===== config.mk =====
export PLATFORM = sky130hd
export DESIGN_NAME = scalar_kalman_filter
export DESIGN_NICKNAME = d
export VERILOG_FILES = /design/src/design/kf_pkg.sv /design/src/design/kf_cfg.sv /design/src/design/kf_div.sv /design/src/design/kf_mac.sv /design/src/design/scalar_kalman_filter.sv
export SDC_FILE = /design/constraint.sdc
export NUM_CORES = 1
export LEC_CHECK = 0
export ABC_CLOCK_PERIOD_IN_PS = 6300
export BUFFER_PORTS_ARGS = -buffer_cell sky130_fd_sc_hd__clkbuf_2
export CELL_PAD_IN_SITES_DETAIL_PLACEMENT = 0
export CELL_PAD_IN_SITES_GLOBAL_PLACEMENT = 2
export CORE_MARGIN = 1
export CORE_UTILIZATION = 40
export DETAILED_ROUTE_END_ITERATION = 16
export PLACE_DENSITY = 0.85
export SLEW_MARGIN = 20
export SYNTH_ARGS = -nofsm -noshare
export SYNTH_HDL_FRONTEND = slang
export SYNTH_HIERARCHICAL = 1
export SYNTH_SLANG_ARGS = --single-unit

===== constraint.sdc =====
create_clock -name clk -period 6.3 [get_ports clk]
set_clock_uncertainty 0.1 [all_clocks]
set_input_delay 0.63 -clock clk [delete_from_list [all_inputs] [get_ports clk]]
set_output_delay 0.63 -clock clk [all_outputs]
set_load 0.03 [all_outputs]

===== src/design/kf_pkg.sv =====
// ----------------------------------------------------------------------------
// kf_pkg
// Shared widths, reset values, register codes and control types for the
// scalar Kalman filter.
// ----------------------------------------------------------------------------
package kf_pkg;

    localparam int DATA_W   = 32;
    localparam int NOISE_W  = 24;
    localparam int FRAC_W   = 16;
    localparam int GAIN_W   = FRAC_W + 1;
    localparam int DEN_W    = DATA_W + 1;
    localparam int REM_W    = DEN_W + 1;
    localparam int INNOV_W  = DATA_W + 1;
    localparam int ACCG_W   = DATA_W + FRAC_W;
    localparam int ACCX_W   = ACCG_W + 1;
    localparam int CNT_W    = $clog2(GAIN_W + 1);
    localparam int ADDR_W   = 3;
    localparam int PDATA_W  = 32;

    localparam logic [CNT_W-1:0]   LAST_STEP = CNT_W'(GAIN_W);
    localparam logic [DATA_W-1:0]  COV_RESET = DATA_W'(32'h0001_0000);
    localparam logic [NOISE_W-1:0] Q_RESET   = NOISE_W'(655);
    localparam logic [NOISE_W-1:0] R_RESET   = NOISE_W'(22938);

    typedef enum logic [1:0] {
        ST_IDLE,
        ST_PREP,
        ST_RUN,
        ST_DONE
    } kf_state_t;

    typedef enum logic {
        REG_PROCESS_NOISE     = 1'b0,
        REG_MEASUREMENT_NOISE = 1'b1
    } kf_reg_t;

    typedef struct packed {
        logic start;
        logic div_step;
        logic mac_step;
    } kf_ctl_t;

endpackage


===== src/design/kf_cfg.sv =====
// ----------------------------------------------------------------------------
// kf_cfg
// APB register file holding the process and measurement noise variances.
// ----------------------------------------------------------------------------
module kf_cfg
(
    input  logic                            clk,
    input  logic                            rst_n,
    input  logic                            psel,
    input  logic                            penable,
    input  logic                            pwrite,
    input  logic [kf_pkg::ADDR_W-1:0]       paddr,
    input  logic [kf_pkg::PDATA_W-1:0]      pwdata,
    output logic [kf_pkg::PDATA_W-1:0]      prdata,
    output logic                            pready,
    output logic [kf_pkg::NOISE_W-1:0]      process_noise,
    output logic [kf_pkg::NOISE_W-1:0]      measurement_noise
);

    logic [kf_pkg::NOISE_W-1:0] q_reg;
    logic [kf_pkg::NOISE_W-1:0] r_reg;
    logic                       wr_en;
    kf_pkg::kf_reg_t            sel;

    assign wr_en  = psel && penable && pwrite;
    assign sel    = kf_pkg::kf_reg_t'(paddr[2]);
    assign pready = 1'b1;

    always_ff @(posedge clk or negedge rst_n)
    begin
        if (!rst_n)
        begin
            q_reg <= kf_pkg::Q_RESET;
            r_reg <= kf_pkg::R_RESET;
        end
        else if (wr_en)
        begin
            unique case (sel)
                kf_pkg::REG_PROCESS_NOISE:     q_reg <= pwdata[kf_pkg::NOISE_W-1:0];
                kf_pkg::REG_MEASUREMENT_NOISE: r_reg <= pwdata[kf_pkg::NOISE_W-1:0];
                default: ;
            endcase
        end
    end

    always_comb
    begin
        unique case (sel)
            kf_pkg::REG_PROCESS_NOISE:
                prdata = kf_pkg::PDATA_W'(q_reg);
            kf_pkg::REG_MEASUREMENT_NOISE:
                prdata = kf_pkg::PDATA_W'(r_reg);
            default:
                prdata = '0;
        endcase
    end

    assign process_noise     = q_reg;
    assign measurement_noise = r_reg;

endmodule


===== src/design/kf_div.sv =====
// ----------------------------------------------------------------------------
// kf_div
// Restoring divider that produces the gain one bit per cycle, most
// significant bit first.
// ----------------------------------------------------------------------------
module kf_div
(
    input  logic                          clk,
    input  logic                          rst_n,
    input  kf_pkg::kf_ctl_t               ctl,
    input  logic [kf_pkg::DATA_W-1:0]     pred,
    input  logic [kf_pkg::DEN_W-1:0]      den,
    output logic                          qbit
);

    logic [kf_pkg::REM_W-1:0] rem_reg;
    logic [kf_pkg::DEN_W-1:0] den_reg;
    logic                     zero_reg;
    logic                     first_reg;
    logic                     qbit_reg;

    logic [kf_pkg::REM_W-1:0] cand;
    logic [kf_pkg::REM_W-1:0] den_ext;
    logic [kf_pkg::REM_W-1:0] diff;
    logic                     ge;

    assign den_ext = {1'b0, den_reg};
    assign cand    = first_reg ? rem_reg : {rem_reg[kf_pkg::REM_W-2:0], 1'b0};
    assign ge      = cand >= den_ext;
    assign diff    = cand - den_ext;

    always_ff @(posedge clk or negedge rst_n)
    begin
        if (!rst_n)
        begin
            first_reg <= 1'b0;
            qbit_reg  <= 1'b0;
        end
        else if (ctl.start)
        begin
            first_reg <= 1'b1;
        end
        else if (ctl.div_step)
        begin
            first_reg <= 1'b0;
            qbit_reg  <= zero_reg ? first_reg : ge;
        end
    end

    always_ff @(posedge clk)
    begin
        if (ctl.start)
        begin
            rem_reg  <= {2'b00, pred};
            den_reg  <= den;
            zero_reg <= (den == '0);
        end
        else if (ctl.div_step)
        begin
            rem_reg <= ge ? diff : cand;
        end
    end

    assign qbit = qbit_reg;

endmodule


===== src/design/kf_mac.sv =====
// ----------------------------------------------------------------------------
// kf_mac
// Bit-serial shift-and-add unit that forms gain times innovation and
// gain times predicted covariance as the gain bits arrive.
// ----------------------------------------------------------------------------
module kf_mac
(
    input  logic                                 clk,
    input  kf_pkg::kf_ctl_t                      ctl,
    input  logic                                 qbit,
    input  logic signed [kf_pkg::INNOV_W-1:0]    innov,
    input  logic        [kf_pkg::DATA_W-1:0]     pred,
    output logic signed [kf_pkg::ACCX_W-1:0]     acc_x,
    output logic        [kf_pkg::ACCG_W-1:0]     acc_g
);

    logic signed [kf_pkg::ACCX_W-1:0] acc_x_reg;
    logic        [kf_pkg::ACCG_W-1:0] acc_g_reg;
    logic signed [kf_pkg::ACCX_W-1:0] innov_ext;
    logic        [kf_pkg::ACCG_W-1:0] pred_ext;

    assign innov_ext = {{(kf_pkg::ACCX_W - kf_pkg::INNOV_W){innov[kf_pkg::INNOV_W-1]}}, innov};
    assign pred_ext  = kf_pkg::ACCG_W'(pred);

    always_ff @(posedge clk)
    begin
        if (ctl.start)
        begin
            acc_x_reg <= '0;
            acc_g_reg <= '0;
        end
        else if (ctl.mac_step)
        begin
            acc_x_reg <= {acc_x_reg[kf_pkg::ACCX_W-2:0], 1'b0} + (qbit ? innov_ext : '0);
            acc_g_reg <= {acc_g_reg[kf_pkg::ACCG_W-2:0], 1'b0} + (qbit ? pred_ext : '0);
        end
    end

    assign acc_x = acc_x_reg;
    assign acc_g = acc_g_reg;

endmodule


===== src/design/scalar_kalman_filter.sv =====
// A request is accepted only in the idle state; the input then stalls until
// its result is committed, which waits while an earlier result is stalled.
// The work is set by the 17-step gain divider with the multiplier one bit behind it.
// A finished result waits in the output register while the next request runs.
// Reset is asynchronous and active low: estimate 0, covariance 1.0,
// noise registers at their defaults, no result pending.
// ----------------------------------------------------------------------------
// scalar_kalman_filter
// One-dimensional Kalman filter with a constant-state model in fixed point,
// built from a serial divider and a serial multiply-accumulate unit.
// ----------------------------------------------------------------------------
module scalar_kalman_filter
(
    input  logic                                clk,
    input  logic                                rst_n,
    input  logic                                psel,
    input  logic                                penable,
    input  logic                                pwrite,
    input  logic [kf_pkg::ADDR_W-1:0]           paddr,
    input  logic [kf_pkg::PDATA_W-1:0]          pwdata,
    output logic [kf_pkg::PDATA_W-1:0]          prdata,
    output logic                                pready,
    input  logic                                in_valid,
    output logic                                in_stall,
    input  logic signed [kf_pkg::DATA_W-1:0]    sample,
    output logic                                out_valid,
    input  logic                                out_stall,
    output logic signed [kf_pkg::DATA_W-1:0]    estimate
);

    logic [kf_pkg::NOISE_W-1:0] q_val;
    logic [kf_pkg::NOISE_W-1:0] r_val;

    kf_pkg::kf_state_t state_reg, state_next;
    logic [kf_pkg::CNT_W-1:0] cnt_reg, cnt_next;
    kf_pkg::kf_ctl_t ctl;
    logic commit;
    logic accept;

    logic signed [kf_pkg::DATA_W-1:0]  est_reg;
    logic        [kf_pkg::DATA_W-1:0]  cov_reg;
    logic        [kf_pkg::DATA_W-1:0]  pred_reg;
    logic signed [kf_pkg::INNOV_W-1:0] innov_reg;
    logic                              out_valid_reg;
    logic signed [kf_pkg::DATA_W-1:0]  out_reg;

    logic [kf_pkg::DATA_W:0]           pred_sum;
    logic [kf_pkg::DATA_W-1:0]         pred_sat;
    logic signed [kf_pkg::INNOV_W-1:0] innov_val;
    logic [kf_pkg::DEN_W-1:0]          den;
    logic                              qbit;
    logic signed [kf_pkg::ACCX_W-1:0]  acc_x;
    logic        [kf_pkg::ACCG_W-1:0]  acc_g;
    logic signed [kf_pkg::DATA_W-1:0]  new_est;
    logic        [kf_pkg::ACCG_W-1:0]  cov_diff;

    kf_cfg u_cfg
    (
        .clk               (clk),
        .rst_n             (rst_n),
        .psel              (psel),
        .penable           (penable),
        .pwrite            (pwrite),
        .paddr             (paddr),
        .pwdata            (pwdata),
        .prdata            (prdata),
        .pready            (pready),
        .process_noise     (q_val),
        .measurement_noise (r_val)
    );

    kf_div u_div
    (
        .clk   (clk),
        .rst_n (rst_n),
        .ctl   (ctl),
        .pred  (pred_reg),
        .den   (den),
        .qbit  (qbit)
    );

    kf_mac u_mac
    (
        .clk   (clk),
        .ctl   (ctl),
        .qbit  (qbit),
        .innov (innov_reg),
        .pred  (pred_reg),
        .acc_x (acc_x),
        .acc_g (acc_g)
    );

    assign in_stall  = (state_reg != kf_pkg::ST_IDLE);
    assign accept    = in_valid && !in_stall;
    assign out_valid = out_valid_reg;
    assign estimate  = out_reg;

    assign pred_sum  = {1'b0, cov_reg} + (kf_pkg::DATA_W + 1)'(q_val);
    assign pred_sat  = pred_sum[kf_pkg::DATA_W] ? '1 : pred_sum[kf_pkg::DATA_W-1:0];
    assign innov_val = {sample[kf_pkg::DATA_W-1], sample} - {est_reg[kf_pkg::DATA_W-1], est_reg};
    assign den       = {1'b0, pred_reg} + kf_pkg::DEN_W'(r_val);

    assign new_est   = est_reg + acc_x[kf_pkg::ACCG_W-1:kf_pkg::FRAC_W];
    assign cov_diff  = {pred_reg, {kf_pkg::FRAC_W{1'b0}}} - acc_g;

    always_comb
    begin
        state_next   = state_reg;
        cnt_next     = cnt_reg;
        ctl          = '0;
        commit       = 1'b0;
        unique case (state_reg)
            kf_pkg::ST_IDLE:
            begin
                if (accept)
                begin
                    state_next = kf_pkg::ST_PREP;
                end
            end
            kf_pkg::ST_PREP:
            begin
                ctl.start  = 1'b1;
                cnt_next   = '0;
                state_next = kf_pkg::ST_RUN;
            end
            kf_pkg::ST_RUN:
            begin
                ctl.div_step = (cnt_reg != kf_pkg::LAST_STEP);
                ctl.mac_step = (cnt_reg != '0);
                cnt_next     = cnt_reg + 1'b1;
                if (cnt_reg == kf_pkg::LAST_STEP)
                begin
                    state_next = kf_pkg::ST_DONE;
                end
            end
            kf_pkg::ST_DONE:
            begin
                if (!out_valid_reg || !out_stall)
                begin
                    commit     = 1'b1;
                    state_next = kf_pkg::ST_IDLE;
                end
            end
            default:
            begin
                state_next = kf_pkg::ST_IDLE;
            end
        endcase
    end

    always_ff @(posedge clk or negedge rst_n)
    begin
        if (!rst_n)
        begin
            state_reg     <= kf_pkg::ST_IDLE;
            cnt_reg       <= '0;
            out_valid_reg <= 1'b0;
            est_reg       <= '0;
            cov_reg       <= kf_pkg::COV_RESET;
        end
        else
        begin
            state_reg <= state_next;
            cnt_reg   <= cnt_next;
            if (commit)
            begin
                out_valid_reg <= 1'b1;
                est_reg       <= new_est;
                cov_reg       <= cov_diff[kf_pkg::ACCG_W-1:kf_pkg::FRAC_W];
            end
            else if (out_valid_reg && !out_stall)
            begin
                out_valid_reg <= 1'b0;
            end
        end
    end

    always_ff @(posedge clk)
    begin
        if (accept)
        begin
            pred_reg  <= pred_sat;
            innov_reg <= innov_val;
        end
        if (commit)
        begin
            out_reg <= new_est;
        end
    end

endmodule


==> metrics, run 1 <==
Tot GR Track Use=21.2%; Area Growth Syn to Fin=10.3%; Worst EP required=6.53 ns; Vias/cell=5.54; root buffer cell=clkbuf_16; Tightest Pin Transition=0.963 ns; initial DRC count=1063; CP Class=reg2reg; # port buffers=121; total die area=0.0733 mm2; Ys Warns=6; final hold vios=0; TritonCTS clock tree=built; status=finished, final reports clean; I/O Pins=141; crit end category=flip-flop; vias in the first global route=23700; flop-to-flop setup slack=1.32 ns; Placer Congestion=0.903; pin count of the biggest net entering global routing=104; crit start category=flip-flop; Slew Limit Fails=0; width of the die=271 um; Starting Density=40.4%; setup_tns=0 ns; fillers=7027; CTS clk-pin slew, worst paths=0.06 ns; Core Area=0.0715 mm2; CTS H-tree depth=2; Cell Area, Synth=0.0289 mm2; Post-CTS Hold Fix Bufs=0; antenna-violating nets left=0; Vias=23600; arrival time at the worst endpoint=5.21 ns; DRC viols=0; Final Cycle Share=79.1%; LEAKAGE=13.5 nW; 1st-pass router iterations=5; first-pass GRT wire length=126000 um; Post-Syn Instances=3198; final-stage net count=3587; routed len/inst=18.7 um; maximum vdd drop=0.663 mV; initial antenna violation count=0; RSZ-0062 raised after global routing=false; peak fanout along the critical path=20; Core Rows=98; grt total ovfl=0; DP Wirelength=60900 um; power per cell area=579 mW/mm2; fmax=0.201 GHz; clk buf depth=3; final WL=79600 um; final number of setup-violating endpoints=0; Die Ht=271 um; TritonCTS Buffers=49; clock sinks=383; clk_lat worst skew=0.58 ns; Max-slew headroom=35.8%; post_cts resized=0; Final Total Pwr=0.0185 W; WHS=0.0104 ns; Max-Cap Viols=0; share of layout cells above drive strength 1=12.1%; Avg Cell Area, Syn=9.04 um2; post-CTS setup buffers=0; crit path time final=4.98 ns; HP Class=in2async
[metrics by stage]
step	setup slack, ns	util (%)	instance area, um2	cells
4_1_cts	1.25	44.6	31900	4252
6_report	1.32	44.6	31900	4253
2_1_floorplan	1.85	-	28900	3205
3_5_place_dp	1.30	42.4	30300	4160
5_1_grt	1.03	44.6	31900	4252
3_3_place_gp	1.30	42.4	30300	4160
[cell type report]
class / count / area, um2 / area share, %
sequential: 383 / 9930 / 31.1
antenna: 1 / 2.50 / 0.00785
clock buffer: 71 / 1380 / 4.34
multi-input combinational: 2505 / 17700 / 55.6
tap: 950 / 1190 / 3.73
timing repair buffer: 139 / 759 / 2.38
clock inverter: 21 / 215 / 0.675
inverter: 183 / 688 / 2.16
[path summary, 6_finish.rpt]
path | from | end | depth (start not counted)
setup / recovery | u_div/first_reg$_DFFE_PN0P_ | u_div/rem_reg[28]$_DFFE_PP_ | 12
hold / removal | rst_n | est_reg[24]$_DFFE_PN0P_ | 1
setup reg to reg | u_div/first_reg$_DFFE_PN0P_ | u_div/rem_reg[28]$_DFFE_PP_ | 12
hold reg to reg | u_mac/acc_x[0]$_SDFFE_PP0P_ | u_mac/acc_x[0]$_SDFFE_PP0P_ | 2
max in group asynchronous | rst_n | u_cfg/measurement_noise[0]$_DFFE_PN0P_ | 2
min in group clk | pwdata[20] | u_cfg/measurement_noise[20]$_DFFE_PN0P_ | 2
[worst max-delay path, stage by stage (launching register included)]
cell and delay, ns:
dfrtp_1 0.87, buf_4 0.37, mux2_2 0.38, ha_1 0.43, and4_1 0.27, nand2_1 0.16, nor2_1 0.07, a31oi_1 0.32
o21ai_0 0.21, nand2_1 0.16, o31a_1 0.75, nor2_1 0.22, a221o_1 0.37
[cell usage in the layout, fill, tap and decap left out, drive strengths merged, types with 45 or more instances in the layout]
master and instances:
inv 183, and2 77, xor2 79, o21ai 198, nand3 67, a21o 107, a211oi 45, xnor2 157
clkbuf 191, nand2 274, a21oi 249, mux2 117, nor3 54, nand4 46, mux2i 68, edfxtp 163
nor2 255, dfrtp 107, dfxtp 98, ha 245
[where the power goes]
group	leakage (nW)	internal (W)	switching [W]	total, W
logic	8.96	0.00437	0.00640	0.0108
clock network	0.774	0.00169	0.00112	0.00280
registers	3.81	0.00398	0.000892	0.00488
total	13.5	0.0100	0.00841	0.0185
[metal layers]
layer,track usage (%),wire (um),up-vias,share of wire [%]
met2,39.0,40500,411,51
li1,-,-,11700,-
met5,0,0,-,0
met3,2.06,2240,124,2.8
met4,6.97,2210,0,2.8
met1,25.8,34700,11300,44
Note: power is estimated with default switching activity, not from simulation.
==> inputs of run 2 (changes only) <==
ABC_AREA = 1   (was unset)
ABC_CLOCK_PERIOD_IN_PS = 4700   (was 6300)
CORE_UTILIZATION = 35   (was 40)
clock period = 4.7 ns   (was 6.3 ns; I/O delays follow)
==> metrics, run 2 <==
routed len/inst=18.2 um (-2.7%); CP max stage delay=0.45 ns (-0.42 ns); final-stage net count=6379 (+78%); post-layout util=39.4% (-5.2 points); CTS clk-pin slew, worst paths=0.06 ns (about the same); setup_tns=0 ns (unchanged); crit start category=flip-flop; Area Growth Syn to Fin=11.2%; 1st-pass router iterations=9 (+4); Max-Cap Viols=0 (unchanged); DP Wirelength=111000 um (+82%); Avg Cell Area, Syn=6.12 um2 (-32%); crit end category=flip-flop; share of layout cells above drive strength 1=6.53% (-5.5 points); dpl cells=7342 (+76%); Post-Syn Instances=5930 (+85%); Crit path top cell by count=nand2_1; I/O Pins=141 (unchanged); power per cell area=791 mW/mm2 (+37%); worst slack, placed=0.763 ns (-0.532 ns); Cell Area, Synth=0.0363 mm2 (+26%); Ys Warns=6 (unchanged); final number of setup-violating endpoints=0 (unchanged); Vias=36100 (+53%); width of the die=324 um (+20%); fin cells=7464 (+75%); Worst EP required=4.98 ns (-1.55 ns); clk buf depth=3 (unchanged); TritonCTS clock tree=built; initial DRC count=2317 (+120%); DRC viols=0 (unchanged); Starting Density=35.5% (-5.0 points); critical path cell sequence=clkinv_2 -> or2_2 -> o21ai_0 -> inv_1 -> ha_1 -> nand2_1 -> nor2_1 -> inv_1 -> nor3_2 -> nand3b_2 -> buf_4 -> nand4_4 -> nand2_1 -> nand3_1 -> nand2_1; vias in the first global route=34900 (+47%); RSZ-0062 raised after global routing=false; clock sinks=383 (unchanged); maximum vdd drop=0.428 mV (-35%); antenna-violating nets left=0 (unchanged); arrival time at the worst endpoint=4.21 ns (-1.00 ns); crit path time final=3.93 ns (-1.06 ns); Tot GR Track Use=25.9% (+4.6 points); Max-slew headroom=40.1% (+4.3 points); Core Area=0.102 mm2 (+43%); Die Ht=324 um (+20%); final hold vios=0 (unchanged); first-pass GRT wire length=207000 um (+64%); post_cts resized=0 (unchanged); HP Class=in2reg; # port buffers=121 (unchanged); Vias/cell=4.83 (-13%); Placer Congestion=0.931 (+3.1%); final WL=136000 um (+71%); most common cell after layout, fill and taps aside=nand2_1; clk_lat worst skew=0.66 ns (+0.08 ns); Core Rows=117 (+19%); CP Class=reg2reg; total die area=0.105 mm2 (+43%); most frequent cells in the layout=2097 x nand2_1, 1050 x inv_1, 564 x nor2_1; fmax=0.255 GHz (+27%); status=finished, final reports clean; TritonCTS Buffers=51 (+4.1%); Final Cycle Share=83.5% (+4.5 points); grt total ovfl=0 (unchanged); Tightest Pin Transition=0.897 ns (-0.0662 ns); CTS H-tree depth=2 (unchanged); Slew Limit Fails=0 (unchanged); peak fanout along the critical path=35 (+75%); LEAKAGE=22.5 nW (+66%); root buffer cell=clkbuf_16; WHS=0.193 ns (+0.182 ns); pin count of the biggest net entering global routing=93 (-11%); initial antenna violation count=1 (+1); antenna diode count=0 (-1); Critical Path Slowest Stage Cell=or2_2; fin worst setup slack=0.774 ns (-0.544 ns)
## run 2: changes by cell type in the layout (fill, tap and decap cells not counted), moves of 49 or more
cell     before   now
mux2i_1      68     0
mux2_2       96     0
nand2_1     254  2097
and2_1       76    24
nand3_1      67   378
inv_1       182  1050
nor2_1      255   564
a21o_1      107    16
xnor2_1     157    32
a21oi_1     245   294
## run 2: where the power goes
group	internal (W)	total (W)	switching, W
registers	0.00550	0.00703	0.00152
clock network	0.00242	0.00410	0.00168
logic	0.00663	0.0208	0.0142
total	0.0145	0.0319	0.0174
## run 2: through the flow
| step | total power, W | cell area, um2 |
|---|---|---|
| finish | 0.0319 | 40300 |
| CTS | 0.0321 | 40300 |
| global placement | 0.0278 | 38300 |
| detailed placement | 0.0277 | 38300 |
| global route | 0.0350 | 40300 |
| floorplan | 0.0214 | 36300 |
## run 2: cell type report
class | count | area [um2]
fillers | 11400 | 62000
multi-input cells | 4364 | 21800
flip-flops and latches | 383 | 9930
inverters | 1074 | 4040
well taps | 1368 | 1710
clock buffers | 64 | 1410
repair buffers | 179 | 1120
clock inverters | 32 | 358
## run 2: final timing paths
check | from | endpoint | slack (ns) | cells after the start
max | u_div/first_reg$_DFFE_PN0P_ | u_div/rem_reg[20]$_DFFE_PP_ | 0.77 | 15
min | sample[0] | innov_reg[0]$_DFFE_PP_ | 0.19 | 4
max reg2reg | u_div/first_reg$_DFFE_PN0P_ | u_div/rem_reg[20]$_DFFE_PP_ | 0.77 | 15
min reg2reg | u_div/rem_reg[33]$_SDFFE_PP0P_ | u_div/rem_reg[33]$_SDFFE_PP0P_ | 0.37 | 2
max in group asynchronous | rst_n | u_cfg/measurement_noise[4]$_DFFE_PN1P_ | 3.23 | 3
min in group asynchronous | rst_n | state_reg[0]$_DFFE_PN0P_ | 0.26 | 2
## run 2: layer usage
layer,vias to the layer above,track usage [%],wire [um]
met4,0,7.25,3690
met3,134,2.79,5340
met2,702,45.1,65000
met1,16500,33.5,61900
li1,18800,-,-
met5,-,0,0
## run 2: worst max-delay path: cells and delay by family (launching register included)
kind,cells,cell delay (ns)
flip-flops,1,0.36
adder cells (fa/ha/maj),1,0.41
buffers and inverters,4,0.84
AND/OR/NAND/NOR,9,1.79
AO/OA/AOI/OAI,1,0.10
## run 2: timing repair
item	4_1_cts	5_1_grt
endpoints found under the hold margin	100	0
setup buffers	0	0
hold buffers	26	0
